`src/bmp_stream_pixel_decoder_top_macros.svh`:
```
// Assertion macros for the bitmap decoder.
// Used by the top level; needs clk and arst_n in scope.
`ifndef BMP_STREAM_PIXEL_DECODER_TOP_MACROS_SVH
`define BMP_STREAM_PIXEL_DECODER_TOP_MACROS_SVH

// Same-cycle implication.
`define BMP_ASSERT(label, ante, cons, msg) \
	label: assert property (@(posedge clk) disable iff (!arst_n) (ante) |-> (cons)) \
		else $error(msg);

// Next-cycle implication.
`define BMP_ASSERT_NEXT(label, ante, cons, msg) \
	label: assert property (@(posedge clk) disable iff (!arst_n) (ante) |=> (cons)) \
		else $error(msg);

`endif

```
`src/bmp_dec_pkg.sv`:
```
// Shared types, constants and helpers for the bitmap stream decoder.
// No dependencies.
package bmp_dec_pkg;

	localparam int MAX_DIMENSION_DEF = 4096;

	localparam logic [15:0] BMP_SIGNATURE = 16'd19778;
	localparam logic [15:0] PLANES_ONE    = 16'd1;
	localparam logic [15:0] DEPTH_16      = 16'd16;
	localparam logic [15:0] DEPTH_24      = 16'd24;
	localparam logic [15:0] DEPTH_32      = 16'd32;
	localparam logic [31:0] COMP_NONE     = 32'd0;
	localparam logic [31:0] COMP_MASKS    = 32'd3;
	localparam logic [31:0] INFO_BASE     = 32'd20;
	localparam logic [31:0] OFFSET_BASE   = 32'd34;
	localparam logic [31:0] MASK_BYTES    = 32'd12;

	// header byte positions at which a field completes
	localparam logic [31:0] POS_SIG    = 32'd1;
	localparam logic [31:0] POS_OFFSET = 32'd13;
	localparam logic [31:0] POS_INFO   = 32'd17;
	localparam logic [31:0] POS_WIDTH  = 32'd21;
	localparam logic [31:0] POS_HEIGHT = 32'd25;
	localparam logic [31:0] POS_PLANES = 32'd27;
	localparam logic [31:0] POS_DEPTH  = 32'd29;
	localparam logic [31:0] POS_COMP   = 32'd33;

	// default 5-5-5 masks and their top bit (shift + run of ones)
	localparam logic [31:0] MASK_R_DEF = 32'h7c00;
	localparam logic [31:0] MASK_G_DEF = 32'h03e0;
	localparam logic [31:0] MASK_B_DEF = 32'h001f;
	localparam logic [5:0]  TOP_R_DEF  = 6'd15;
	localparam logic [5:0]  TOP_G_DEF  = 6'd10;
	localparam logic [5:0]  TOP_B_DEF  = 6'd5;

	typedef enum logic [2:0] {
		PH_HEADER,
		PH_SKIP,
		PH_MASKS,
		PH_DATA,
		PH_IDLE
	} phase_t;

	typedef enum logic [2:0] {
		KIND_PIXEL      = 3'd0,
		KIND_HEADER     = 3'd1,
		KIND_BAD_SIG    = 3'd2,
		KIND_BAD_PLANES = 3'd3,
		KIND_BAD_DEPTH  = 3'd4
	} kind_t;

	typedef struct packed {
		logic [7:0] red;
		logic [7:0] green;
		logic [7:0] blue;
	} rgb_t;

	// pixel format as seen by the pixel unit
	typedef struct packed {
		logic [2:0]  bpp;
		logic [31:0] mask_r;
		logic [31:0] mask_g;
		logic [31:0] mask_b;
		logic [5:0]  top_r;
		logic [5:0]  top_g;
		logic [5:0]  top_b;
	} pix_fmt_t;

	// Position just above the lowest run of ones (32 when it reaches the top
	// or the mask is zero).
	function automatic logic [5:0] mask_top(input logic [31:0] m);
		logic [31:0] inv;
		logic [31:0] low;
		logic [5:0]  idx;
		inv = ~(m | (m - 32'd1));
		low = inv & (~inv + 32'd1);
		idx = '0;
		for (int i = 0; i < 32; i++) begin
			if (low[i]) idx = idx | 6'(i);
		end
		if (inv == 32'd0) idx = 6'd32;
		return idx;
	endfunction

endpackage

```
`src/bmp_dec_pixel.sv`:
```
// Pixel formatter: turns assembled pixel bytes into RGB for 16/24/32-bit.
// Depends on bmp_dec_pkg.
module bmp_dec_pixel
	import bmp_dec_pkg::*;
(
	input  logic [31:0] fa,
	input  pix_fmt_t    fmt,
	output rgb_t        rgb
);

	// (field & mask) aligned so the mask's top bit lands at bit 8
	function automatic logic [7:0] chan(input logic [15:0] tmp, input logic [31:0] m,
		input logic [5:0] top);
		logic [15:0] v;
		logic [15:0] r;
		logic [23:0] l;
		v = tmp & m[15:0];
		r = v >> (top - 6'd8);
		l = {8'd0, v} << (6'd8 - top);
		return (top >= 6'd8) ? r[7:0] : l[7:0];
	endfunction

	always_comb begin
		unique case (fmt.bpp)
			3'd2: begin
				rgb.red   = chan(fa[15:0], fmt.mask_r, fmt.top_r);
				rgb.green = chan(fa[15:0], fmt.mask_g, fmt.top_g);
				rgb.blue  = chan(fa[15:0], fmt.mask_b, fmt.top_b);
			end
			3'd3: begin
				rgb.red   = fa[23:16];
				rgb.green = fa[15:8];
				rgb.blue  = fa[7:0];
			end
			default: begin
				rgb.red   = fa[15:8];
				rgb.green = fa[23:16];
				rgb.blue  = fa[31:24];
			end
		endcase
	end

endmodule

```
`src/bmp_stream_pixel_decoder_top.sv`:
```
// Bitmap stream decoder top level: input register, header/data parser, result register.
// Depends on bmp_dec_pkg, bmp_dec_pixel and the macros header.
//
// Takes one file byte per transfer and can accept a byte in every cycle; a
// byte's result (if any) is carried by the input register and then the
// result register, and the input keeps flowing while a result waits as
// long as the result register is free or drained in the same cycle. Mask
// shifts are worked out as each mask arrives, so no byte waits on them.
// tuser bit 0 on the input marks the first byte of a file and restarts
// parsing. On the output tuser carries the result kind and tlast marks the
// last pixel (or the header result of an empty image).
// No clearing pass is needed after reset.
`include "bmp_stream_pixel_decoder_top_macros.svh"

module bmp_stream_pixel_decoder_top
	import bmp_dec_pkg::*;
#(
	parameter int MAX_DIMENSION = MAX_DIMENSION_DEF
) (
	input  logic        clk,
	input  logic        arst_n,
	input  logic        s_tvalid,
	output logic        s_tready,
	input  logic [7:0]  s_tdata,   // [7:0] data_byte
	input  logic [0:0]  s_tuser,   // [0] start_of_file
	output logic        m_tvalid,
	input  logic        m_tready,
	output logic [79:0] m_tdata,   // red, green, blue, pixel_column, pixel_row,
	                               // frame_width, frame_height, zero fill
	output logic [2:0]  m_tuser,   // [2:0] kind
	output logic        m_tlast    // end_of_image
);

	localparam int DIM_W = $clog2(MAX_DIMENSION + 1);
	localparam int ROW_W = $clog2(4 * MAX_DIMENSION + 1);

	typedef struct packed {
		kind_t       kind;
		rgb_t        rgb;
		logic [11:0] col;
		logic [11:0] row;
		logic [12:0] w;
		logic [12:0] h;
		logic        eoi;
	} result_t;

	// input stage
	logic       in_valid_s1;
	logic [7:0] in_data_s1;
	logic       in_sof_s1;
	logic       adv;
	logic       fire;

	// parser state
	phase_t             phase_q, c_phase, n_phase;
	logic [31:0]        pos_q, c_pos, n_pos;
	logic [31:0]        fa_q, c_fa, n_fa;
	logic [31:0]        off_q, c_off, n_off;
	logic [31:0]        info_q, c_info, n_info;
	logic [DIM_W-1:0]   w_q, c_w, n_w;
	logic [DIM_W-1:0]   h_q, c_h, n_h;
	logic [15:0]        depth_q, c_depth, n_depth;
	logic [31:0]        comp_q, c_comp, n_comp;
	logic [2:0]         bpp_q, c_bpp, n_bpp;
	logic [ROW_W-1:0]   rowlen_q, c_rowlen, n_rowlen;
	logic [ROW_W-1:0]   padded_q, c_padded, n_padded;
	logic [31:0]        mask_q [3];
	logic [31:0]        c_mask [3];
	logic [31:0]        n_mask [3];
	logic [5:0]         top_q [3];
	logic [5:0]         c_top [3];
	logic [5:0]         n_top [3];
	logic [DIM_W-1:0]   col_q, c_col, n_col;
	logic [DIM_W-1:0]   row_q, c_row, n_row;
	logic [ROW_W-1:0]   rb_q, c_rb, n_rb;
	logic [2:0]         pb_q, c_pb, n_pb;

	// working values
	logic [31:0]        fa_sh;
	logic [31:0]        fa_or;
	logic [31:0]        skip;
	logic [DIM_W-1:0]   dim;
	logic [ROW_W:0]     rl;
	logic [2:0]         pb1;
	logic [ROW_W-1:0]   rb1;
	logic [31:0]        pos_dec;
	logic               go_after;
	logic               go_begin;
	logic               depth_ok;
	logic               res_valid;
	result_t            res;
	result_t            out_q;
	logic               out_valid_q;
	pix_fmt_t           fmt;
	rgb_t               pix_rgb;

	assign adv      = !out_valid_q || m_tready;
	assign s_tready = !in_valid_s1 || adv;
	assign fire     = in_valid_s1 && adv;

	always_ff @(posedge clk or negedge arst_n) begin
		if (!arst_n) begin
			in_valid_s1 <= 1'b0;
		end else if (s_tready) begin
			in_valid_s1 <= s_tvalid;
		end
	end

	always_ff @(posedge clk) begin
		if (s_tvalid && s_tready) begin
			in_data_s1 <= s_tdata;
			in_sof_s1  <= s_tuser[0];
		end
	end

	assign fmt.bpp    = c_bpp;
	assign fmt.mask_r = c_mask[0];
	assign fmt.mask_g = c_mask[1];
	assign fmt.mask_b = c_mask[2];
	assign fmt.top_r  = c_top[0];
	assign fmt.top_g  = c_top[1];
	assign fmt.top_b  = c_top[2];

	bmp_dec_pixel u_pixel (
		.fa  (fa_or),
		.fmt (fmt),
		.rgb (pix_rgb)
	);

	function automatic logic [DIM_W-1:0] clamp_dim(input logic [31:0] v);
		if (v[31] || v == 32'd0) return '0;
		if (v > 32'(MAX_DIMENSION)) return DIM_W'(MAX_DIMENSION);
		return v[DIM_W-1:0];
	endfunction

	function automatic logic [31:0] skip_len(input logic [31:0] v, input logic [31:0] base);
		if (v[31] || v <= base) return 32'd0;
		return v - base;
	endfunction

	// a start-of-file byte sees the post-reset state
	always_comb begin
		c_phase  = in_sof_s1 ? PH_HEADER : phase_q;
		c_pos    = in_sof_s1 ? '0 : pos_q;
		c_fa     = in_sof_s1 ? '0 : fa_q;
		c_off    = in_sof_s1 ? '0 : off_q;
		c_info   = in_sof_s1 ? '0 : info_q;
		c_w      = in_sof_s1 ? '0 : w_q;
		c_h      = in_sof_s1 ? '0 : h_q;
		c_depth  = in_sof_s1 ? '0 : depth_q;
		c_comp   = in_sof_s1 ? '0 : comp_q;
		c_bpp    = in_sof_s1 ? '0 : bpp_q;
		c_rowlen = in_sof_s1 ? '0 : rowlen_q;
		c_padded = in_sof_s1 ? '0 : padded_q;
		c_mask[0] = in_sof_s1 ? MASK_R_DEF : mask_q[0];
		c_mask[1] = in_sof_s1 ? MASK_G_DEF : mask_q[1];
		c_mask[2] = in_sof_s1 ? MASK_B_DEF : mask_q[2];
		c_top[0]  = in_sof_s1 ? TOP_R_DEF : top_q[0];
		c_top[1]  = in_sof_s1 ? TOP_G_DEF : top_q[1];
		c_top[2]  = in_sof_s1 ? TOP_B_DEF : top_q[2];
		c_col    = in_sof_s1 ? '0 : col_q;
		c_row    = in_sof_s1 ? '0 : row_q;
		c_rb     = in_sof_s1 ? '0 : rb_q;
		c_pb     = in_sof_s1 ? '0 : pb_q;
	end

	always_comb begin
		n_phase  = c_phase;
		n_pos    = c_pos;
		n_fa     = c_fa;
		n_off    = c_off;
		n_info   = c_info;
		n_w      = c_w;
		n_h      = c_h;
		n_depth  = c_depth;
		n_comp   = c_comp;
		n_bpp    = c_bpp;
		n_rowlen = c_rowlen;
		n_padded = c_padded;
		n_mask   = c_mask;
		n_top    = c_top;
		n_col    = c_col;
		n_row    = c_row;
		n_rb     = c_rb;
		n_pb     = c_pb;
		res       = '0;
		res_valid = 1'b0;
		go_after  = 1'b0;
		go_begin  = 1'b0;
		fa_sh    = {in_data_s1, c_fa[31:8]};
		fa_or    = c_fa | ({24'd0, in_data_s1} << {c_pb[1:0], 3'b000});
		dim      = clamp_dim(fa_sh);
		depth_ok = (c_depth == DEPTH_16) || (c_depth == DEPTH_24) || (c_depth == DEPTH_32);
		skip     = ((fa_sh == COMP_NONE) || (fa_sh == COMP_MASKS)) ?
			skip_len(c_info, INFO_BASE) : skip_len(c_off, OFFSET_BASE);
		unique case (c_depth)
			DEPTH_16: rl = (ROW_W + 1)'({c_w, 1'b0});
			DEPTH_24: rl = (ROW_W + 1)'({c_w, 1'b0}) + (ROW_W + 1)'(c_w);
			default:  rl = (ROW_W + 1)'({c_w, 2'b00});
		endcase
		pb1     = c_pb + 3'd1;
		rb1     = c_rb + ROW_W'(1);
		pos_dec = (c_pos != 32'd0) ? c_pos - 32'd1 : c_pos;

		unique case (c_phase)
			PH_HEADER: begin
				n_fa  = fa_sh;
				n_pos = c_pos + 32'd1;
				priority case (c_pos)
					POS_SIG: begin
						if (fa_sh[31:16] != BMP_SIGNATURE) begin
							res.kind  = KIND_BAD_SIG;
							res_valid = 1'b1;
							n_phase   = PH_IDLE;
						end
					end
					POS_OFFSET: n_off  = fa_sh;
					POS_INFO:   n_info = fa_sh;
					POS_WIDTH:  n_w    = dim;
					POS_HEIGHT: n_h    = dim;
					POS_PLANES: begin
						if (fa_sh[31:16] != PLANES_ONE) begin
							res.kind  = KIND_BAD_PLANES;
							res_valid = 1'b1;
							n_phase   = PH_IDLE;
						end
					end
					POS_DEPTH: n_depth = fa_sh[31:16];
					POS_COMP: begin
						n_comp    = fa_sh;
						res_valid = 1'b1;
						if (!depth_ok) begin
							res.kind = KIND_BAD_DEPTH;
							n_phase  = PH_IDLE;
						end else begin
							res.kind = KIND_HEADER;
							res.w    = 13'(c_w);
							res.h    = 13'(c_h);
							n_bpp    = c_depth[5:3];
							n_rowlen = rl[ROW_W-1:0];
							n_padded = ROW_W'((rl + (ROW_W + 1)'(3)) & ~(ROW_W + 1)'(3));
							if (c_w == '0 || c_h == '0) begin
								res.eoi = 1'b1;
								n_phase = PH_IDLE;
							end else if (skip != 32'd0) begin
								n_pos   = skip;
								n_phase = PH_SKIP;
							end else begin
								go_after = 1'b1;
							end
						end
					end
					default: ;
				endcase
			end
			PH_SKIP: begin
				n_pos = pos_dec;
				if (pos_dec == 32'd0) go_after = 1'b1;
			end
			PH_MASKS: begin
				n_fa  = fa_sh;
				n_pos = c_pos + 32'd1;
				if (c_pos[1:0] == 2'd3 && c_pos < MASK_BYTES) begin
					n_mask[c_pos[3:2]] = fa_sh;
					n_top[c_pos[3:2]]  = mask_top(fa_sh);
				end
				if (c_pos + 32'd1 >= MASK_BYTES) go_begin = 1'b1;
			end
			PH_DATA: begin
				if (c_rb < c_rowlen) begin
					n_fa = fa_or;
					n_pb = pb1;
					if (pb1 >= c_bpp) begin
						res_valid = 1'b1;
						res.kind  = KIND_PIXEL;
						res.rgb   = pix_rgb;
						res.col   = 12'(c_col);
						res.row   = 12'(c_row);
						n_pb      = '0;
						n_fa      = '0;
						n_col     = c_col + DIM_W'(1);
						if ((DIM_W + 1)'(c_col) + (DIM_W + 1)'(1) >= (DIM_W + 1)'(c_w)
							&& (DIM_W + 1)'(c_row) + (DIM_W + 1)'(1) >= (DIM_W + 1)'(c_h)) begin
							res.eoi = 1'b1;
							n_phase = PH_IDLE;
						end
					end
				end
				if (!res.eoi) begin
					n_rb = rb1;
					if (rb1 >= c_padded) begin
						n_rb  = '0;
						n_col = '0;
						n_pb  = '0;
						n_fa  = '0;
						n_row = c_row + DIM_W'(1);
					end
				end
			end
			PH_IDLE: ;
			default: ;
		endcase

		if (go_after) begin
			if (n_comp == COMP_MASKS) begin
				n_pos   = '0;
				n_phase = PH_MASKS;
			end else begin
				go_begin = 1'b1;
			end
		end
		if (go_begin) begin
			n_col   = '0;
			n_row   = '0;
			n_rb    = '0;
			n_pb    = '0;
			n_fa    = '0;
			n_phase = PH_DATA;
		end
	end

	always_ff @(posedge clk or negedge arst_n) begin
		if (!arst_n) begin
			phase_q  <= PH_HEADER;
			pos_q    <= '0;
			fa_q     <= '0;
			off_q    <= '0;
			info_q   <= '0;
			w_q      <= '0;
			h_q      <= '0;
			depth_q  <= '0;
			comp_q   <= '0;
			bpp_q    <= '0;
			rowlen_q <= '0;
			padded_q <= '0;
			mask_q[0] <= MASK_R_DEF;
			mask_q[1] <= MASK_G_DEF;
			mask_q[2] <= MASK_B_DEF;
			top_q[0]  <= TOP_R_DEF;
			top_q[1]  <= TOP_G_DEF;
			top_q[2]  <= TOP_B_DEF;
			col_q    <= '0;
			row_q    <= '0;
			rb_q     <= '0;
			pb_q     <= '0;
		end else if (fire) begin
			phase_q  <= n_phase;
			pos_q    <= n_pos;
			fa_q     <= n_fa;
			off_q    <= n_off;
			info_q   <= n_info;
			w_q      <= n_w;
			h_q      <= n_h;
			depth_q  <= n_depth;
			comp_q   <= n_comp;
			bpp_q    <= n_bpp;
			rowlen_q <= n_rowlen;
			padded_q <= n_padded;
			mask_q   <= n_mask;
			top_q    <= n_top;
			col_q    <= n_col;
			row_q    <= n_row;
			rb_q     <= n_rb;
			pb_q     <= n_pb;
		end
	end

	// result register
	always_ff @(posedge clk or negedge arst_n) begin
		if (!arst_n) begin
			out_valid_q <= 1'b0;
		end else if (adv) begin
			out_valid_q <= fire && res_valid;
		end
	end

	always_ff @(posedge clk) begin
		if (fire && res_valid) begin
			out_q <= res;
		end
	end

	assign m_tvalid = out_valid_q;
	assign m_tuser  = out_q.kind;
	assign m_tlast  = out_q.eoi;
	assign m_tdata  = {6'd0, out_q.h, out_q.w, out_q.row, out_q.col,
		out_q.rgb.blue, out_q.rgb.green, out_q.rgb.red};

	`BMP_ASSERT_NEXT(a_idle_after_last, fire && res_valid && res.eoi, phase_q == PH_IDLE, "parser not idle after last result")
	`BMP_ASSERT(a_nonpixel_no_pos, m_tvalid && m_tuser != KIND_PIXEL, m_tdata[47:0] == 48'd0, "non-pixel result carries pixel data")
	`BMP_ASSERT(a_pixel_no_size, m_tvalid && m_tuser == KIND_PIXEL, m_tdata[73:48] == 26'd0, "pixel result carries image size")
	`BMP_ASSERT(a_data_has_size, phase_q == PH_DATA, w_q != '0 && h_q != '0, "data phase with empty image")

endmodule

```
`config.mk`:
```
export PLATFORM = sky130hd
export DESIGN_NAME = bmp_stream_pixel_decoder_top
export DESIGN_NICKNAME = d
export VERILOG_FILES = /design/src/bmp_dec_pkg.sv /design/src/bmp_dec_pixel.sv /design/src/bmp_stream_pixel_decoder_top.sv
export VERILOG_INCLUDE_DIRS = /design/src /design/src/src
export SDC_FILE = /design/constraint.sdc
export NUM_CORES = 2
export LEC_CHECK = 0
export ABC_AREA = 1
export ABC_CLOCK_PERIOD_IN_PS = 7350
export CAP_MARGIN = 20
export CELL_PAD_IN_SITES_DETAIL_PLACEMENT = 0
export CELL_PAD_IN_SITES_GLOBAL_PLACEMENT = 1
export CORE_MARGIN = 2
export CORE_UTILIZATION = 43
export CTS_BUF_LIST = sky130_fd_sc_hd__clkbuf_8
export DETAILED_ROUTE_END_ITERATION = 6
export DONT_BUFFER_PORTS = 1
export PLACE_DENSITY_LB_ADDON = 0.15
export SETUP_SLACK_MARGIN = 0.4
export SLEW_MARGIN = 20
export SYNTH_ARGS = -nofsm -noshare
export SYNTH_HDL_FRONTEND = slang
export SYNTH_SLANG_ARGS = --single-unit
```
`constraint.sdc`:
```
create_clock -name clk -period 7.35 [get_ports clk]
set_input_delay 1.1025 -clock clk [delete_from_list [all_inputs] [get_ports clk]]
set_output_delay 1.1025 -clock clk [all_outputs]
set_load 0.03 [all_outputs]
```
=== Word-level counts from Yosys, hierarchy flattened ===
Index checks and enable logic that the tools add are counted.

* Register bits after elaboration: 485
* Bits in latches: 0
* Bits in writable memories: 0
* Bits in read-only memories: 0
* Bits of input ports: 13
* Output and inout bits: 86
* Logic and storage cells: 498
* Memories kept: 0

* Add/subtract/negate cells: 20
* Multipliers: 0
* Divide/modulo/power cells: 0
* $lt $le $gt $ge: 15
* Equal/unequal tests: 21
* Shifts and indexed selects: 7
* Multiplexer cells: 365
* Bitwise operators: 9
* Reductions and logical operators: 26

{| class="wikitable"
|+ Operator list
! kind !! count
|-
| $mux W32 || 52
|-
| $mux W13 || 35
|-
| $mux W6 || 71
|-
| $mux W15 || 22
|-
| $mux W96 || 3
|-
| $mux W51 || 4
|-
| $mux W3 || 65
|-
| $eq A32 B5 Y1 const B || 5
|-
| $mux W27 || 5
|-
| $bwmux W96 || 1
|-
| $logic_not A32 Y1 || 3
|-
| $pmux W32 S3 || 1
|-
| $mux W5 || 16
|-
| $add A32 B1 Y32 const B || 2
|-
| $demux W32 S2 || 1
|-
| $eq A32 B2 Y1 const B || 2
|-
| $mux W16 || 4
|-
| $not A32 Y32 || 2
|-
| $or A32 B32 Y32 || 2
|-
| $pmux W32 S2 || 1
|-
| $reduce_bool A32 Y1 || 2
|-
| $sub A32 B1 Y32 const B || 2
|-
| $mux W18 || 3
|-
| $mux W1 || 53
|-
| other kinds (56) || 106
|}

=== Logic depth before layout (Yosys ltp) ===
* Depth after elaboration: 107
* Gate-level depth with buffers: 35
* Gate-level depth less buffers: 25

=== Modules after synthesis ===
A second synthesis with hierarchy kept.

* Cells, all modules: 6372
* Area, all modules: 40600.2 sq um

{| class="wikitable"
|+ Modules (own cells, without submodules)
! module !! instances !! cells each !! area each (sq um) !! seq. area each (sq um)
|-
| bmp_stream_pixel_decoder_top || 1 || 5447 || 36115.9 || 12600.8
|-
| bmp_dec_pixel || 1 || 925 || 4484.3 || 0.0
|}

=== Worst setup path before layout ===
OpenSTA, ideal clock, no wires.

* Kind: reg-to-reg
* Start point: register in_sof_s1
* End point: register out_q (netlist bit m_tdata[0]), enable pin
* Setup time: 0.515 ns
* Arrival time: 7.370 ns
* Setup slack: -0.535 ns
* Stages on the path, launching flop included: 26
* Path buffers: 11
* Cell sequence: edfxtp_1 inv_2 buf_6 buf_8 buf_6 buf_6 buf_6 buf_4 buf_4 buf_2 buf_1 buf_1 nand2_1 ha_1 a21oi_1 nand2_1 nand3_1 a21oi_1 o21ai_0 nand2_1 nor2_2 nand2_1 inv_1 clkbuf_1 nor3_1 nor2_1

* Word-level cells in the longest chain between the ends: 10

{| class="wikitable"
|+ Ends and longest elaborated chain
! element !! line !! text
|-
| from (decl) || bmp_stream_pixel_decoder_top.sv:50 || <nowiki>logic in_sof_s1;</nowiki>
|-
| from (signal assigned) || bmp_stream_pixel_decoder_top.sv:112 || <nowiki>in_sof_s1 <= s_tuser[0];</nowiki>
|-
| $mux W3 || bmp_stream_pixel_decoder_top.sv:164 || <nowiki>c_pb = in_sof_s1 ? '0 : pb_q;</nowiki>
|-
| $add A3 B1 Y3 || bmp_stream_pixel_decoder_top.sv:201 || <nowiki>pb1 = c_pb + 3'd1;</nowiki>
|-
| $ge A3 B3 Y1 || bmp_stream_pixel_decoder_top.sv:273 || <nowiki>if (pb1 >= c_bpp) begin</nowiki>
|-
| $mux W1 || bmp_stream_pixel_decoder_top.sv:273 ||
|-
| $mux W1 || bmp_stream_pixel_decoder_top.sv:270 || <nowiki>if (c_rb < c_rowlen) begin</nowiki>
|-
| $mux W1 || bmp_stream_pixel_decoder_top.sv:205 || <nowiki>unique case (c_phase)</nowiki>
|-
| $mux W1 || bmp_stream_pixel_decoder_top.sv:270 ||
|-
| $mux W1 || bmp_stream_pixel_decoder_top.sv:205 ||
|-
| $pmux W1 S2 (*) || bmp_stream_pixel_decoder_top.sv:205 ||
|-
| $logic_and A1 B1 Y1 (*) || bmp_stream_pixel_decoder_top.sv:378 || <nowiki>if (fire && res_valid) begin</nowiki>
|-
| to (signal assigned) || bmp_stream_pixel_decoder_top.sv:379 || <nowiki>out_q <= res;</nowiki>
|-
| to (decl) || bmp_stream_pixel_decoder_top.sv:92 || <nowiki>result_t out_q;</nowiki>
|}

Every way passes the cells marked *; elsewhere a longest branch is shown, timed or not. The select of a mux whose other input is x is not followed.
A chain may end at the register's enable or synchronous reset.

=== Worst setup path after layout ===
* Start point: register in_sof_s1
* End point: register pos_q[24]

* Word-level cells in the longest chain between the ends: 25

{| class="wikitable"
|+ Ends and longest elaborated chain
! element !! line !! text
|-
| $mux W32, on equally long branches || bmp_stream_pixel_decoder_top.sv:146, bmp_stream_pixel_decoder_top.sv:147 ||
|-
| $le A32 B6 Y1 / $le A32 B5 Y1 (equally long branches) || bmp_stream_pixel_decoder_top.sv:137 || <nowiki>if (v[31] || v <= base) return 32'd0;</nowiki>
|-
| $logic_or A1 B1 Y1 || bmp_stream_pixel_decoder_top.sv:137 ||
|-
| $mux W1 || bmp_stream_pixel_decoder_top.sv:137 ||
|-
| $mux W32 || bmp_stream_pixel_decoder_top.sv:138 || <nowiki>return v - base;</nowiki>
|-
| $mux W32 || bmp_stream_pixel_decoder_top.sv:194 || <nowiki>skip = ((fa_sh == COMP_NONE) || (fa_sh == COMP_MASKS)) ?</nowiki>
|-
| $reduce_bool A32 Y1 || bmp_stream_pixel_decoder_top.sv:245 || <nowiki>end else if (skip != 32'd0) begin</nowiki>
|-
| $mux W32 || bmp_stream_pixel_decoder_top.sv:245 ||
|-
| [9 not listed] || -- ||
|-
| $mux W32 || bmp_stream_pixel_decoder_top.sv:209 || <nowiki>priority case (c_pos)</nowiki>
|-
| $mux W32 || bmp_stream_pixel_decoder_top.sv:205 ||
|-
| $mux W32 || bmp_stream_pixel_decoder_top.sv:209 ||
|-
| $mux W32 || bmp_stream_pixel_decoder_top.sv:205 ||
|-
| $pmux W32 S3 || bmp_stream_pixel_decoder_top.sv:205 ||
|-
| $mux W32 || bmp_stream_pixel_decoder_top.sv:305 || <nowiki>if (n_comp == COMP_MASKS) begin</nowiki>
|-
| $mux W32 || bmp_stream_pixel_decoder_top.sv:304 || <nowiki>if (go_after) begin</nowiki>
|-
| $mux W32 (*) || bmp_stream_pixel_decoder_top.sv:304 ||
|-
| to (signal assigned) || bmp_stream_pixel_decoder_top.sv:348 || <nowiki>pos_q <= n_pos;</nowiki>
|-
| to (decl) || bmp_stream_pixel_decoder_top.sv:56 || <nowiki>logic [31:0] pos_q, c_pos, n_pos;</nowiki>
|}

Marks and branches as above.

==> results.md <==
- Status: finished with violations
- Failing checks: DRC, slew limit
- Required time of the critical path: 7.99 ns
- Root Buffer: clkbuf_8
- Die width: approximately 300 µm
- Hold buffers post-CTS: 2
- Via count: about 40000
- Total Wirelength: 155 mm
- Post-CTS setup repair buffer count: 0
- Worst R2R End: pos_q[24]
- DRC: 2
- Port buffer count: 0
- # nets final: 5966
- Yosys reg bits: between 400 and 500
- Max-cap violations: 0
- Synthesized cell area: between 0.03 and 0.04 mm²
- Global route overflow: 0
- Startpoint types: register
- Total global-route track usage: 0.339
- CTS tree: done
- Crit path kind: register to register
- CP max stage cell: o21bai_4
- Die ar.: 0.0899 mm²
- Main flop type after synthesis: dfrtp_1
- Final hold violations: 0
- WP buf/inv: 3
- Non-Filler Instances: 7087
- Crit path max fanout: 110
- Syn Area/Cell: 6.29 µm²
- Slew Viols, Final: 202
- Post-synth EDFFs: 87
- Rows: about 110
- R2r startpoint: in_sof_s1
- Vias per inst: around 5.7
- Power per cell area: 297 mW/mm²
- Clk sinks: around 440
- Distinct cells, synth: 66
- First drt pass iteration count: 7
- # fillers: 9343
- CP peak stage delay: 0.84 ns
- DP Cell Count: 6916
- Endpoints failing setup: 0
- First-pass GRT wire length: 235 mm
- Core area: about 0.087 mm²
- Hold slack: roughly 0.09 ns
- CTS Buf Count: 87
- Antenna violations before repair: 1
- Crit path cell chain: inv_8, buf_4, nand2_1, inv_1, nand2_1, nor2_1, nand2_1, nand2_1, nand3_1, nand2_1, nor2_2, nand2_1, nand2_1, nor2_1, nand2_1, nor2_1, nand2_1, o21bai_4, nand2_1, nand3_1, nand2_1, nand3_1, nand2_1
- CTS HTree Levels: 3
- CP top delay family: simple AND/OR/NAND/NOR gates
- Util after Layout: 0.465
- Worst min path class: primary input to asynchronous set/reset pin
- Clk slew on worst S/H paths: 0.05 ns
- Initial core utilization: 0.434
- Peak VDD IR: 0.000186 V
- Slew headroom: -0.340
- Sequential fraction of the synthesis area: 0.303
- Ys async rst share: 0.801
- Ys Warns: 0
- Layout area overhead: 7.08%
- Cells after synthesis: 5987
- Final Skew: approximately 0.064 ns
- R2R cell count: 23
- Overall Power: 12.0 mW
- Setup TNS: 0 ns
- Post-CTS sizing: 0
- Minimum clock period: 5.85 ns
- Boundary Pins: 99
- Fraction of layout cells with a size suffix above 1: 0.0645
- Largest net degree at the start of global routing: approximately 350
- Worst-Skew Late Latency: 0.78 ns
- Antenna-violating nets left: 0
- Worst setup EP type: register
- Die Span Y: 300 µm
- RSZ-0062 raised after global routing: false
- Max Root-Sink Buffers: 3
- CP most frequent cell: nand2_1
- Pin slew with the least headroom to its limit: roughly 2 ns
- Period Utilization, post-route: 0.796
- Drt initial violations: 4069
- Crit path DAT: around 6.5 ns
- Register-to-register setup slack: between 1 and 1.5 ns
- Gpl congestion: a little over 1
- LEAKAGE: 20.3 nW
- Post-DP HPWL: 111 mm
- Wire length per cell: 21.9 µm
- Fmax: roughly 170 MHz
- Vias in the first global route: 37491
[stage by stage]
step                      instance area (µm²)  setup slack (ns)
after floorplan                         37700             0.771
after global placement                  38300              1.76
after detailed placement                38300              1.65
after CTS                               40300              1.65
after global routing                    40300             0.998
final                                   40300              1.50
[worst register-to-register path, stage by stage, from the launching register on]
cell and delay [ns]:
edfxtp_1 0.47, inv_8 0.58, buf_4 0.86, nand2_1 0.27, inv_1 0.23, nand2_1 0.07, nor2_1 0.09, nand2_1 0.06
nand2_1 0.13, nand3_1 0.36, nand2_1 0.24, nor2_2 0.15, nand2_1 0.14, nand2_1 0.10, nor2_1 0.16, nand2_1 0.08
nor2_1 0.24, nand2_1 0.23, o21bai_4 0.84, nand2_1 0.16, nand3_1 0.11, nand2_1 0.06, nand3_1 0.06, nand2_1 0.06
[flip-flops by register name (all words and copies together) (netlist names), 8 cells and up]
name	count
row_q	13
off_q	32
depth_q	16
fa_q	32
w_q	13
rb_q	15
mask_q	48
top_q	18
in_data_s1	8
pos_q	32
col_q	13
info_q	32
m_tdata	74
comp_q	32
h_q	13
rowlen_q	15
padded_q	15
[cell usage after synthesis (12+ instances only)]
| cell | count | share of area |
|---|---|---|
| nor2_1 | 728 | 0.073 |
| a22oi_1 | 35 | 0.0070 |
| buf_2 | 41 | 0.0055 |
| clkbuf_1 | 168 | 0.017 |
| o21ai_1 | 93 | 0.012 |
| nand3_1 | 365 | 0.049 |
| nand4_1 | 129 | 0.021 |
| nor2_2 | 26 | 0.0043 |
| buf_6 | 22 | 0.0066 |
| edfxtp_1 | 87 | 0.069 |
| ha_1 | 99 | 0.033 |
| inv_1 | 635 | 0.063 |
| buf_1 | 38 | 0.0038 |
| o211ai_1 | 125 | 0.025 |
| nand3b_1 | 14 | 0.0028 |
| dfstp_2 | 23 | 0.016 |
| o22ai_1 | 45 | 0.0075 |
| dfrtp_1 | 327 | 0.22 |
| buf_4 | 19 | 0.0038 |
| a31oi_1 | 48 | 0.0080 |
| nor3_1 | 74 | 0.0098 |
| o21ai_0 | 439 | 0.058 |
| or2_2 | 12 | 0.0020 |
| nand2_2 | 43 | 0.0071 |
| xor2_1 | 87 | 0.020 |
| nand2_1 | 1814 | 0.18 |
| o21bai_1 | 12 | 0.0024 |
| inv_2 | 27 | 0.0027 |
| nor4_1 | 12 | 0.0020 |
| xnor2_1 | 22 | 0.0051 |
| clkinv_1 | 13 | 0.0013 |
| a21oi_1 | 246 | 0.033 |
[layer usage]
layer | part of all wire | global-route usage | vias up
met3 | 0.071 | 0.0543 | 320
met4 | 0.051 | 0.156 | 0
met1 | 0.44 | 0.460 | 19004
li1 | - | - | 19380
met5 | 0 | 0 | -
met2 | 0.44 | 0.529 | 1543
[cell families after synthesis]
group / after synthesis / synth area share
AOI/OAI and AO/OA: 1113 / 0.170
xor gates and xnor gates: 111 / 0.0262
adders and majority gates: 100 / 0.0334
buffers and inverters: 964 / 0.104
DFF: 437 / 0.303
muxes: 10 / 0.00266
other: 1 / 0.0000996
and+or+nand+nor: 3251 / 0.360
[layout by cell type, fill, tap and decap left out, types with 35 or more instances in the layout]
| cell type | netlist | routed |
|---|---|---|
| buf_4 | 19 | 54 |
| ha_1 | 99 | 99 |
| clkbuf_8 | 0 | 108 |
| nand3_1 | 365 | 364 |
| a31oi_1 | 48 | 47 |
| nand2_1 | 1814 | 1810 |
| a21oi_1 | 246 | 246 |
| inv_1 | 635 | 651 |
| edfxtp_1 | 87 | 87 |
| nor3_1 | 74 | 72 |
| nor2_1 | 728 | 722 |
| nand2_2 | 43 | 46 |
| dfrtp_1 | 327 | 327 |
| o21ai_0 | 439 | 438 |
| o22ai_1 | 45 | 45 |
| a22oi_1 | 35 | 35 |
| nand4_1 | 129 | 129 |
| xor2_1 | 87 | 87 |
| o21ai_1 | 93 | 94 |
| o211ai_1 | 125 | 125 |
[report_power, final]
part           switching [mW]  total, mW  internal, mW
registers               0.410       3.25          2.84
clock network            1.26       2.89          1.62
logic                    4.43       5.84          1.42
total                    6.10       12.0          5.88
[worst max path at each step]
stage | startpoint | to | slack (ns) | depth (start not counted)
detailed placement | in_sof_s1 | col_q[0] | 1.65 | 24
CTS | in_sof_s1 | col_q[0] | 1.65 | 24
global route | in_sof_s1 | pos_q[11] | 1.0 | 23
floorplan | in_sof_s1 | m_tdata[0] | 0.77 | 25
finish | in_sof_s1 | pos_q[24] | 1.50 | 23
global placement | in_sof_s1 | col_q[4] | 1.76 | 24
[final cells by class]
cell class              instances  area, µm²  share of cell area
diodes                          5       12.5            0.000310
clock buffers                 108       1490              0.0369
clock inverters                55        498              0.0124
inverters                     675       2550              0.0632
multi-input cells            4591      22400               0.556
flip-flops and latches        437      11400               0.283
well taps                    1155       1450              0.0359
repair buffers                 61        510              0.0127
Power figures use the tool's default switching activity.
